--- src/rtl/core/btlpm_pkg.sv ---
// Shared types and constants of the binary trie longest-prefix-match table.
package btlpm_pkg;

	// Width of the prefix_length field on the input stream.
	localparam int LEN_W = 4;

	// Command codes carried in the input tuser.
	localparam logic CMD_INSERT = 1'b0;
	localparam logic CMD_LOOKUP = 1'b1;

	// States of the back-end sequencer.
	typedef enum logic [2:0] {
		ST_CLEAR,
		ST_IDLE,
		ST_WALK,
		ST_LAST,
		ST_DONE
	} back_state_t;

endpackage

--- src/rtl/core/btlpm_front.sv ---
// Front end: decode an input beat and compute the trie slot of an insert.
module btlpm_front import btlpm_pkg::*; #(
	parameter int ADDRESS_BITS = 8,
	parameter int HOP_BITS     = 16,
	parameter int NODE_W       = ADDRESS_BITS + 1,
	parameter int ITEM_W       = 1 + NODE_W + ADDRESS_BITS + HOP_BITS
) (
	input  logic                    in_valid,
	output logic                    in_ready,
	input  logic                    command,
	input  logic [ADDRESS_BITS-1:0] address,
	input  logic [LEN_W-1:0]        prefix_length,
	input  logic [HOP_BITS-1:0]     next_hop,
	input  logic                    clear_busy,
	output logic                    push,
	output logic [ITEM_W-1:0]       item,
	input  logic                    q_ready
);

	localparam int LVL_W = $clog2(ADDRESS_BITS + 1);

	logic [LVL_W-1:0]  len_sat;
	logic [LVL_W-1:0]  shift;
	logic [NODE_W-1:0] base;
	logic [NODE_W-1:0] offs;
	logic [NODE_W-1:0] node;

	// Saturate over-long prefixes to a full-length host route.
	always_comb begin
		if (32'(prefix_length) > ADDRESS_BITS) begin
			len_sat = LVL_W'(ADDRESS_BITS);
		end else begin
			len_sat = LVL_W'(prefix_length);
		end
		shift = LVL_W'(ADDRESS_BITS) - len_sat;
		base  = (NODE_W'(1) << len_sat) - NODE_W'(1);
		offs  = NODE_W'(address) >> shift;
		node  = base + offs;
	end

	// Hold off new beats while the node store is being cleared.
	assign in_ready = q_ready && !clear_busy;
	assign push     = in_valid && in_ready;
	assign item     = {(command == CMD_LOOKUP), node, address, next_hop};

endmodule

--- config.mk ---
export PLATFORM = sky130hd
export DESIGN_NAME = btlpm_front
export DESIGN_NICKNAME = d
export VERILOG_FILES = /design/src/rtl/core/btlpm_pkg.sv /design/src/rtl/core/btlpm_front.sv
export SDC_FILE = /design/constraint.sdc
export NUM_CORES = 1
export LEC_CHECK = 0
export BUFFER_PORTS_ARGS = -buffer_cell sky130_fd_sc_hd__clkbuf_2
export CORE_MARGIN = 8
export CORE_UTILIZATION = 49
export DETAILED_ROUTE_END_ITERATION = 7
export GPL_TIMING_DRIVEN = 0
export PLACE_DENSITY_LB_ADDON = 0.12
export RECOVER_POWER = 100
export SYNTH_ARGS = -nofsm -noshare
export SYNTH_HDL_FRONTEND = slang
export SYNTH_SLANG_ARGS = --single-unit
--- constraint.sdc ---
create_clock -name vclk -period 7.3
set_input_delay 1.46 -clock vclk [all_inputs]
set_output_delay 1.46 -clock vclk [all_outputs]
set_load 0.005 [all_outputs]
## Yosys cells after proc, flatten, opt, wreduce, memory -nomap -nowiden

Index checks and enable logic that the tools add are counted.

- Bits in registers: 0
- Logic and storage cells: 10
- Bits of input ports: 32

- $lt $le $gt $ge: 1
- Muxes and demuxes: 1
- Reduce and logical (&&, ||, !) cells: 3
- Shifts and indexed selects: 2
- Add/subtract/negate cells: 3

Operators by type and width:

| kind | number |
|---|---|
| $add A9 B9 Y9 | 1 |
| $shl A1 B4 Y9 const A | 1 |
| $shr A8 B4 Y9 | 1 |
| $sub A9 B2 Y9 const B | 1 |
| $gt A4 B4 Y1 const B | 1 |
| $mux W4 | 1 |
| $sub A4 B4 Y4 const A | 1 |
| $logic_and A1 B1 Y1 | 2 |
| $logic_not A1 Y1 | 1 |

## Depth between registers and ports, before layout

- Depth in word-level cells: 5
- Mapped depth: 17

## Worst setup path before layout

Ideal clock, no wire load.

- Kind: input -> output
- From: input port prefix_length[3]
- To: output port item[31]
- Data arrival time: 4.361 ns
- Data required time: 5.840 ns
- Path buffers: 3
- Stages: 16
- Path slack: 1.479 ns
- Cell sequence: buf_6 > nand2b_4 > buf_6 > ha_1 > buf_2 > a211oi_1 > o22ai_1 > ha_1 > inv_1 > ha_1 > fa_1 > a21o_1 > a21oi_1 > o21bai_1 > a21oi_1 > xnor2_1

- Cells in the longest elaborated chain, start to end: 5
- Elaborated cells between the ends (all ways): 7
- Those cells by class: 3 x add/sub; 1 x order compare; 2 x shift; 1 x mux

RTL lines:

| element | line | RTL |
|---|---|---|
| start: declaration | btlpm_front.sv:12 | `input logic [LEN_W-1:0] prefix_length,` |
| $gt A4 B4 Y1 | btlpm_front.sv:30 | `if (32'(prefix_length) > ADDRESS_BITS) begin` |
| $mux W4 * | btlpm_front.sv:30 |  |
| $sub A4 B4 Y4 / $shl A1 B4 Y9 (equally long branches) | btlpm_front.sv:35, btlpm_front.sv:36 |  |
| $shr A8 B4 Y9 / $sub A9 B2 Y9 (equally long branches) | btlpm_front.sv:37, btlpm_front.sv:36 |  |
| $add A9 B9 Y9 * | btlpm_front.sv:38 | `node = base + offs;` |
| end: declaration | btlpm_front.sv:16 | `output logic [ITEM_W-1:0] item,` |

Mark *: on every way between the ends. The rest lies on a longest branch, timed or not.

## Worst setup path in the final report

Ends and elaborated chain as after synthesis.

==> run_results.csv <==
group,metric,value,unit
outcome,status,"finished clean",
timing,setup_viol,0,
critical_path,crit_type,"input pin to output pin",
critical_path,cp_max_fo,12,
logic_synthesis,netlist_instances,137,
power,leakage,0.000686,uW
detailed_routing,dr.pass1.iters,4,
global_routing,grt.total_usage,0.122,
clocking,post_cts_resized,0,
critical_path,path_cells,"clkbuf_1 > nand2b_1 > buf_6 > ha_1 > clkbuf_1 > a211oi_1 > o22ai_1 > ha_1 > inv_1 > ha_1 > fa_1 > a21o_1 > a21oi_1 > o21bai_1 > a21oi_1 > xnor2_1 > clkbuf_1",
hold_path,hold_class,"input pin to output pin",
critical_path,worstSetupStartpointType,"input pin",
global_routing,antenna_found_initial,0,
logic_synthesis,yosysSeqAreaShare,0,
power,powerDensity,128,nW/um^2
die,row_count,17,
final_layout,layout-drive-gt1-share,0.310,
detailed_routing,via_count,1029,
critical_path,endpoint_kind,"output pin",
critical_path,path_buf_inv,5,
run,maxCapViolCount,0,
die,die_h,62.7,um
detailed_routing,wl_per_cell,11.7,um
clocking,ctsHoldBuffers,0,
power,vdd_ir_drop_max,80.6,uV
die,pin_count,68,
detailed_routing,wirelength,2510,um
detailed_routing,drt-initial-drc-count,15,
placement,dp_cells,215,
clocking,cts_setup_buffers,0,
final_layout,nClkBuffers,0,
placement,gp_congestion,0.860,
final_layout,antenna_cells,0,
placement,io_buffer_count,50,
critical_path,critPathMaxStageDelay,420,ps
timing,fin_crit_sh,0.881,
die,coreArea,2130,um^2
logic_synthesis,syn_area,1070,um^2
critical_path,cp.arrival,4970,ps
final_layout,flops_and_latches,0,
placement,post-dp-hpwl,2310,um
detailed_routing,vias_per_cell,4.79,
global_routing,grt_max_degree,13,
timing,period_needed,6430,ps
timing,tns,0,ps
final_layout,finalNonFillerCells,215,
global_routing,grt_remaining_overflow,0,
critical_path,slowest_stage,"fa_1",
detailed_routing,remaining_drc_errors,0,
global_routing,grt_pass1_wl,4390,um
timing,tightestPinTransition,571,ps
detailed_routing,drtAntennaViolNets,0,
critical_path,cp_top_family,"adder cells",
final_layout,seq_area,0,um^2
logic_synthesis,synth_area_per_cell,7.79,um^2
logic_synthesis,syn-num-nets,190,
die,dieArea,3930,um^2
power,p_total,167,uW
timing,finalHoldViolations,0,
logic_synthesis,synth_warnings,0,
timing,maxSlewHeadroom,0.616,
timing,fmax,156,MHz
die,initial_utilization,0.502,
global_routing,grt_pass1_vias,1064,
final_layout,layout.nets,242,
logic_synthesis,yosys.cell_types.count,33,
final_layout,syn_to_final_growth,21.9,%
timing,slew_viol_final,0,
timing,rsz0062_at_grt,"no",
critical_path,required,5840,ps
die,die_w,62.7,um
-- cell usage in the layout (no fill, tap or decap), drive strengths merged, types with 2 or more instances in the layout --
cell type	synthesis	routed
buf	28	24
nand3	2	2
a21oi	5	5
xnor2	6	6
nand2b	4	4
o21bai	2	2
and2	3	3
mux4	2	2
or3b	2	2
inv	19	19
clkbuf	0	54
nand3b	3	3
a211oi	4	4
o22ai	2	2
nand2	12	12
xor2	2	2
ha	20	20
nor2	7	7
mux2	3	3
mux2i	2	2
-- final timing paths --
check / start / to / slack [ps] / depth (start not counted)
max: prefix_length[3] / item[31] / 870 / 17
min: next_hop[6] / item[6] / 3090 / 2
-- report_power, final --
group | internal (uW) | switching, uW
registers | 0 | 0
clock network | 0 | 0
logic | 85.0 | 81.6
-- logic make-up after synthesis --
group                    Yosys count  synth area share
adder cells (fa/ha/maj)           21             0.253
XOR/XNOR                           8            0.0832
multiplexers                       7            0.0996
AND/OR/NAND/NOR                   37             0.189
buffers and inverters             47             0.268
AO/OA/AOI/OAI                     17             0.107
-- metal layers --
layer,wire [um],GRT usage,part of all wire,vias up
met1,1110,0.148,0.44,449
met5,0,0,0,-
li1,-,-,-,532
met2,1190,0.221,0.47,48
met4,0,0.00570,0,0
met3,209,0.0269,0.083,0
-- synthesized netlist by cell type, types with 3 or more instances --
master,count,area [um^2]
nand3b_1,3,22.5
and2_1,3,18.8
buf_4,25,188
inv_1,19,71.3
nand2_1,12,45.0
a21oi_1,5,25.0
xnor2_1,5,43.8
nand2b_1,3,18.8
a211oi_1,4,30.0
nor2_1,7,26.3
ha_1,20,250
-- layout make-up --
class | instances | area, um^2
inverter | 19 | 71.3
buffer | 28 | 206
multi-input combinational | 90 | 773
fill | 228 | 826
timing repair buffer | 50 | 215
tap | 28 | 35.0
-- per-stage QoR --
| step | hold slack, ps | util | area [um^2] | worst slack, ps |
|---|---|---|---|---|
| 3_5_place_dp | 3090 | 0.636 | 1350 | 1100 |
| 2_1_floorplan | 2960 | - | 1070 | 1480 |
| 3_3_place_gp | 3090 | 0.636 | 1350 | 1140 |
| 4_1_cts | 3090 | 0.636 | 1350 | 1080 |
| 6_report | 3090 | 0.612 | 1300 | 871 |
| 5_1_grt | 3110 | 0.612 | 1300 | 649 |
Power figures use the tool's default switching activity.
