### src/rtl/core/btlpm_queue.sv
// Two-entry queue between the front end and the back end.
module btlpm_queue #(
	parameter int W = 8
) (
	input  logic         clk,
	input  logic         arst_n,
	input  logic         push,
	input  logic [W-1:0] push_data,
	output logic         push_ready,
	input  logic         pop,
	output logic [W-1:0] pop_data,
	output logic         pop_valid
);

	logic [W-1:0] slot_q [2];
	logic         wr_ptr_q;
	logic         rd_ptr_q;
	logic [1:0]   count_q;

	assign push_ready = (count_q != 2'd2);
	assign pop_valid  = (count_q != 2'd0);
	assign pop_data   = slot_q[rd_ptr_q];

	always_ff @(posedge clk) begin
		if (push) begin
			slot_q[wr_ptr_q] <= push_data;
		end
	end

	always_ff @(posedge clk or negedge arst_n) begin
		if (!arst_n) begin
			wr_ptr_q <= 1'b0;
			rd_ptr_q <= 1'b0;
			count_q  <= 2'd0;
		end else begin
			if (push) begin
				wr_ptr_q <= !wr_ptr_q;
			end
			if (pop) begin
				rd_ptr_q <= !rd_ptr_q;
			end
			case ({push, pop})
				2'b10:   count_q <= count_q + 2'd1;
				2'b01:   count_q <= count_q - 2'd1;
				default: count_q <= count_q;
			endcase
		end
	end

endmodule

### config.mk
export PLATFORM = sky130hd
export DESIGN_NAME = btlpm_queue
export DESIGN_NICKNAME = d
export VERILOG_FILES = /design/src/rtl/core/btlpm_queue.sv
export SDC_FILE = /design/constraint.sdc
export NUM_CORES = 1
export LEC_CHECK = 0
export ABC_AREA = 1
export BUFFER_PORTS_ARGS = -buffer_cell sky130_fd_sc_hd__buf_2
export CAP_MARGIN = 20
export CORE_ASPECT_RATIO = 1.25
export CORE_MARGIN = 2
export CORE_UTILIZATION = 40
export DETAILED_ROUTE_END_ITERATION = 12
export PLACE_DENSITY_LB_ADDON = 0.15
export SETUP_SLACK_MARGIN = 0.2
export SLEW_MARGIN = 40
export SYNTH_ARGS = -nofsm -noshare
export SYNTH_HDL_FRONTEND = slang
export SYNTH_SLANG_ARGS = --single-unit
### constraint.sdc
create_clock -name clk -period 1.5 [get_ports clk]
set_input_delay 0.075 -clock clk [delete_from_list [all_inputs] [get_ports clk]]
set_output_delay 0.075 -clock clk [all_outputs]
set_load 0.02 [all_outputs]
Word level (Yosys, flattened, before mapping)
Memories as Yosys holds them, arrays and structs flattened.
Index checks and enable logic that the tools add are counted.
{"block": "op_classes", "n_addsub": 2, "eq_ne": 3, "muxes": 3, "n_reduce_logical": 4}
{"operator": "$pmux 2 s2", "n": 1}
{"operator": "$reduce_bool 2->1", "n": 2}
{"operator": "$add 2x1->2 const B", "n": 1}
{"operator": "$eq 2x1->1 const B", "n": 1}
{"operator": "$eq 2x2->1 const B", "n": 1}
{"operator": "$logic_not 1->1", "n": 2}
{"operator": "$mux 1", "n": 2}
{"operator": "$ne 2x2->1 const B", "n": 1}
{"operator": "$sub 2x1->2 const B", "n": 1}
{"block": "word_totals", "register_bits": 4, "ram_bits": 16, "input_bits": 12, "output_inout_bits": 10, "word_cells": 16, "memories": 1}
{"memory": "slot_q", "words": 2, "word_bits": 8, "rd": 1, "rd_clocked_by_memory_dff": 0, "write_ports": 1, "line_no": "15", "rtl": "logic [W-1:0] slot_q [2];"}

Logic depth before layout (Yosys ltp)
Gate-level depths: netlist (run 1).
{"block": "logic_depth", "word_depth": 2, "depth_mapped": 7, "mapped_depth_nobuf": 7}

Worst setup path after synthesis (run 1)
No wires, ideal clock.
{"block": "synth_timing", "path_type": "register to register", "start": "reg wr_ptr_q", "end": "mem slot_q[0][0] (enable)", "setup_ps": 370, "arrival_time_ps": 774, "required_time_ps": 1130, "path_slack_ps": 356, "path_stages_with_launch": 2, "path_buffers": 0, "period_less_slack_ps": 1144, "path_cell_list": "dfrtp_1 -> nor2_1"}
{"element": "start: declaration", "line_no": "16", "rtl": "logic wr_ptr_q;"}
{"element": "start signal: assignment", "line_no": "37", "rtl": "wr_ptr_q <= !wr_ptr_q;"}
{"element": "end: declaration", "line_no": "15"}
Straight into the memory's write port.

Worst setup path in the final report (run 1)
{"block": "layout_timing", "start": "reg rd_ptr_q", "end": "out pop_data[6]"}
{"block": "layout_between", "elab_chain_len": 1}
{"element": "start: declaration", "line_no": "17", "rtl": "logic rd_ptr_q;"}
{"element": "start signal: assignment", "line_no": "40", "rtl": "rd_ptr_q <= !rd_ptr_q;"}
{"element": "$mem_v2 2x8"}
{"element": "end: declaration", "line_no": "11", "rtl": "output logic [W-1:0] pop_data,"}
Every way passes these cells.

==> impl_metrics.tcl, run 1 <==
set metrics [dict create \
    layoutNonFillerInstCount 124 \
    synth-edff-count 16 \
    dr.max_layer_used "met4" \
    finalSetupTns_ns 0 \
    viasPerCell 4.65 \
    synth_top_area_share_pct 58.2 \
    max_freq_mhz 801 \
    netlist_top_cells_count "edfxtp_1, nand2_1, inv_1" \
    ant_nets 0 \
    wl_um 1360 \
    finalHoldViolations 0 \
    dieArea_um2 2450 \
    die_w_um 44.6 \
    cts_tree "built" \
    startpoint_type "flop" \
    final_layout_size_suffix_gt1_share_pct 34.6 \
    rsz0062_at_grt "yes" \
    slowest_delay_ns 0.44 \
    layout_min_cycle_time_ns 1.25 \
    ir_drop_mv 0.923 \
    wl_met3_um 63 \
    cp_num_buf_inv 2 \
    path_delay_family "flip-flops" \
    cts_made_buffers 3 \
    skew_ns 0.00425 \
    num_vias 576 \
    rows 18 \
    ys_top_cells_by_area "edfxtp_1, dfrtp_1, nand2_1, inv_1, o21ai_2" \
    syn_area_um2 826 \
    gp_congestion 0.717 \
    htreeDepth 1 \
    grt_pass1_vias 481 \
    cp.arrival_ns 1.17 \
    cp_max_fo 8 \
    hp-class "input pin to async pin" \
    diodes 0 \
    syn2layout_area_growth_pct 36.5 \
    io_pins 22 \
    async_flop_share_pct 20.0 \
    fp.coreArea_um2 1960 \
    p_leak_uw 0.000519 \
    ys_types 14 \
    cts_root_buf "clkbuf_4" \
    ys_warn_count 0 \
    detail_route.wl_per_cell_um 11.0 \
    setup_violations 0 \
    syn_inst 66 \
    cp-end-kind "output pin" \
    finalCritPeriodShare_pct 83.2 \
    ys_seq_area_share_pct 70.3 \
    hpwlAfterDp_um 838 \
    synth_fp_nets 79 \
    clkTransAtPathRegs_ns 0.10 \
    cts_buffer_depth 2 \
    cp_slowest_cell "dfrtp_2" \
    antenna_found_initial 0 \
    place_area_um2 932 \
    post-route-util_pct 57.5 \
    track_usage_pct 12.3 \
    crit_type "flop to output pin" \
    grt-ovfl-total 0 \
    worst_skew_pair.late_latency_ns 0.29 \
    first_pass_iters 4 \
    crit_start "rd_ptr_q" \
    cap_viol_max_count 0 \
    nNetsFinal 118 \
    place_inst 106 \
    cts_sinks 20 \
    fin_area_um2 1130 \
    synth.most_common_cell "edfxtp_1" \
    critPathRequiredTime_ns 1.42 \
    whs_ns 0.106 \
    grt_pass1_wl_um 2050 \
    dr_wl_met2_um 715 \
    die_h_um 54.8 \
    ys_ff_latch 20 \
    drc 0 \
    portBuffers 21 \
    tightest_slew_ns 0.336 \
    maxSlewHeadroom_pct 77.6 \
    path_cells "buf_6 > o21ai_2 > buf_4" \
    met1_length_um 564 \
    start_util_pct 42.1 \
    power_density_nw_per_um2 1710 \
    syn_area_per_cell_um2 12.5 \
    status "finished clean" \
    synth_top_cell_by_area "edfxtp_1" \
    grt_max_degree 12 \
    synth_ff_type "edfxtp_1" \
    first_iter_violations 10 \
    r2r-start "wr_ptr_q" \
    slew_violations 0 \
]
## logic make-up after synthesis
family                     synth area share, %
AOI/OAI and AO/OA                         6.21
adders and majority gates                 1.51
DFF                                       70.3
xor gates and xnor gates                  3.18
buffers and inverters                     10.2
and+or+nand+nor                           8.64
## per-stage QoR
stage          power, uW  setup WS, ns
2_1_floorplan       1360         0.356
3_3_place_gp        1490         0.362
3_5_place_dp        1500         0.332
4_1_cts             1840         0.170
5_1_grt             2070         0.183
6_report            1930         0.252
## where the power goes
| part | internal [uW] | switching [uW] | total (uW) |
|---|---|---|---|
| clock network | 96.6 | 153 | 249 |
| logic | 360 | 499 | 859 |
| registers | 756 | 65.7 | 822 |
## flip-flops by register name, indices dropped and copies added (netlist names)
signal    flops
slot_q       16
count_q       2
rd_ptr_q      1
wr_ptr_q      1
## timing repair
item / in CTS / in global routing
hold buffers: 11 / 0
gates resized for setup: 1 / 16
cloned: 0 / 0
setup buffers: 3 / 0
endpoints found under the hold margin: 22 / 0
pin swaps: 0 / 0
setup endpoints to repair: 8 / 8
## worst paths after layout
| kind | end | slack [ns] | cells past startpoint |
|---|---|---|---|
| max | pop_data[6] | 0.25 | 3 |
| min | wr_ptr_q | 0.11 | 2 |
| max reg2reg | slot_q[1][0] | 0.46 | 2 |
| min reg2reg | wr_ptr_q | 0.51 | 1 |
| max in group asynchronous | rd_ptr_q | 1.27 | 2 |
| min in group clk | slot_q[1][6] | 0.50 | 2 |
## cell type report
cell class | count | area [um2]
Clock inverter | 1 | 3.75
Inverter | 14 | 52.6
Fill cell | 172 | 832
Multi-Input combinational cell | 30 | 176
Tap cell | 20 | 25.0
Clock buffer | 3 | 22.5
Timing Repair Buffer | 36 | 265
Sequential cell | 20 | 582
## per-layer routing
layer  vias up  global-route usage (%)
met5         -                       0
met4         0                    7.58
met3         2                    1.98
met2        13                    19.8
met1       272                    15.2
li1        289                       -
## layout by cell type, fill, tap and decap left out, types with 2 or more instances in the layout
cell           count
dfrtp_1            3
xor2_1             2
inv_1             14
o21ai_2            7
buf_6              2
clkbuf_4           3
dlygate4sd3_1     11
nand2_1           15
buf_4              7
edfxtp_1          16
buf_2             16
(Power assumes the default switching activity.)
==> run 2: changes to the inputs <==
- clock period: 1.5 -> 1.1 ns (I/O delays scaled with it)
==> impl_metrics.tcl, run 2 (same netlist as run 1, synthesis figures left out) <==
set metrics [dict create \
    post-route-util_pct 68.6 \
    detail_route.wl_per_cell_um 12.2 \
    syn2layout_area_growth_pct 62.7 \
    ir_drop_mv 1.35 \
    max_freq_mhz 796 \
    final_layout_size_suffix_gt1_share_pct 53.7 \
    rows 18 \
    track_usage_pct 14.8 \
    diodes 0 \
    htreeDepth 1 \
    start_util_pct 42.1 \
    slowest_delay_ns 0.46 \
    fin_area_um2 1340 \
    whs_ns 0.0685 \
    antenna_found_initial 0 \
    cts_made_buffers 3 \
    clkTransAtPathRegs_ns 0.11 \
    first_pass_iters 3 \
    cts_sinks 20 \
    path_cells "clkbuf_16 > nand2_2 > o21ai_4 > buf_6" \
    portBuffers 21 \
    cap_viol_max_count 0 \
    fp.coreArea_um2 1960 \
    first_iter_violations 8 \
    regMostFlops "slot_q" \
    gp_congestion 0.662 \
    rsz0062_at_grt "yes" \
    crit_type "flop to output pin" \
    drc 0 \
    power_density_nw_per_um2 2520 \
    grt_pass1_wl_um 2500 \
    setup_ws_ns -0.157 \
    final_cell_mix "edfxtp_1, buf_6, inv_1, dlygate4sd3_1, buf_2" \
    slew_violations 0 \
    cts_tree "built" \
    place_area_um2 967 \
    nNetsFinal 123 \
    num_vias 606 \
    grt_pass1_vias 611 \
    finalCritPeriodShare_pct 114 \
    status "complete, but fails checks" \
    tightest_slew_ns 0.263 \
    die_h_um 54.8 \
    grt_max_degree 11 \
    cp_slowest_cell "dfrtp_2" \
    cts_buffer_depth 2 \
    cp-end-kind "output pin" \
    finalSetupTns_ns -1.06 \
    critPathRequiredTime_ns 1.04 \
    dieArea_um2 2450 \
    layout_commonest_cell "edfxtp_1" \
    grt-ovfl-total 0 \
    violations "negative setup slack" \
    layout_min_cycle_time_ns 1.26 \
    startpoint_type "flop" \
    p_leak_uw 0.000599 \
    viasPerCell 4.73 \
    cp_max_fo 8 \
    finalHoldViolations 0 \
    hp-class "input pin to async pin" \
    worst_skew_pair.late_latency_ns 0.30 \
    maxSlewHeadroom_pct 82.4 \
    largest_reg_flops 16 \
    biggestRegsByFlops "slot_q: 16 flops, count_q: 2 flops" \
    setup_violations 8 \
    die_w_um 44.6 \
    ant_nets 0 \
    wl_um 1560 \
    io_pins 22 \
    hpwlAfterDp_um 888 \
    cp.arrival_ns 1.20 \
    cts_root_buf "clkbuf_4" \
    skew_ns 0.00589 \
]
[run 2: changes by cell type in the layout (fill, tap and decap cells not counted), moves of 2 or more]
cell and delta:
buf_6 +11, nand2_1 -11, nand2_2 +7, buf_2 -5, nand2_4 +4, o21ai_4 +4, buf_4 -3, inv_1 -3
o21ai_2 -3, inv_2 +2
[run 2: worst paths after layout]
check	slack, ns	end	depth (start not counted)	startpoint
min in group clk	0.08	count_q[0]	3	pop
hold reg to reg	0.61	count_q[0]	2	count_q[0]
setup reg to reg	0.11	slot_q[0][7]	1	wr_ptr_q
setup / recovery	-0.16	pop_data[5]	4	rd_ptr_q
hold / removal	0.07	count_q[1]	2	arst_n
max in group asynchronous	0.90	rd_ptr_q	2	arst_n
[run 2: area by class of cell]
type	instances	area, um2
Inverter	14	57.6
Sequential cell	20	582
Multi-Input combinational cell	30	270
Tap cell	20	25.0
Clock buffer	3	22.5
Fill cell	153	616
Timing Repair Buffer	41	387
[run 2: per-stage QoR]
stage / worst slack (ns) / total power [uW] / std cells
2_1_floorplan: 0.0644 / 1920 / 66
3_3_place_gp: 0.142 / 2150 / 106
3_5_place_dp: 0.110 / 2170 / 106
4_1_cts: -0.150 / 3260 / 127
5_1_grt: -0.191 / 3560 / 128
6_report: -0.157 / 3390 / 128
[run 2: repair_timing]
item / in CTS / in global routing
endpoints found under the hold margin: 22 / 0
gates resized for setup: 44 / 15
hold buffers: 11 / 0
setup buffers: 6 / 1
pin swaps: 11 / 3
gates cloned: 1 / 0
setup endpoints to repair: 26 / 27
[run 2: power by group]
part	internal (uW)	leakage, uW	switching (uW)
registers	1030	0.000196	127
clock network	128	0.0000138	213
logic	978	0.000389	913
[run 2: critical path, delay by kind of cell, from the launching register on]
family	cells	cell delay (ns)
DFF	1	0.46
buffers and inverters	2	0.31
and+or+nand+nor	1	0.08
AOI/OAI and AO/OA	1	0.06
[run 2: layer usage]
| metal | vias up | part of all wire (%) | GRT usage [%] |
|---|---|---|---|
| met4 | 0 | 1.5 | 7.58 |
| met1 | 286 | 40 | 15.9 |
| met2 | 15 | 55 | 27.8 |
| li1 | 301 | - | - |
| met5 | - | 0 | 0 |
| met3 | 4 | 3.3 | 1.98 |
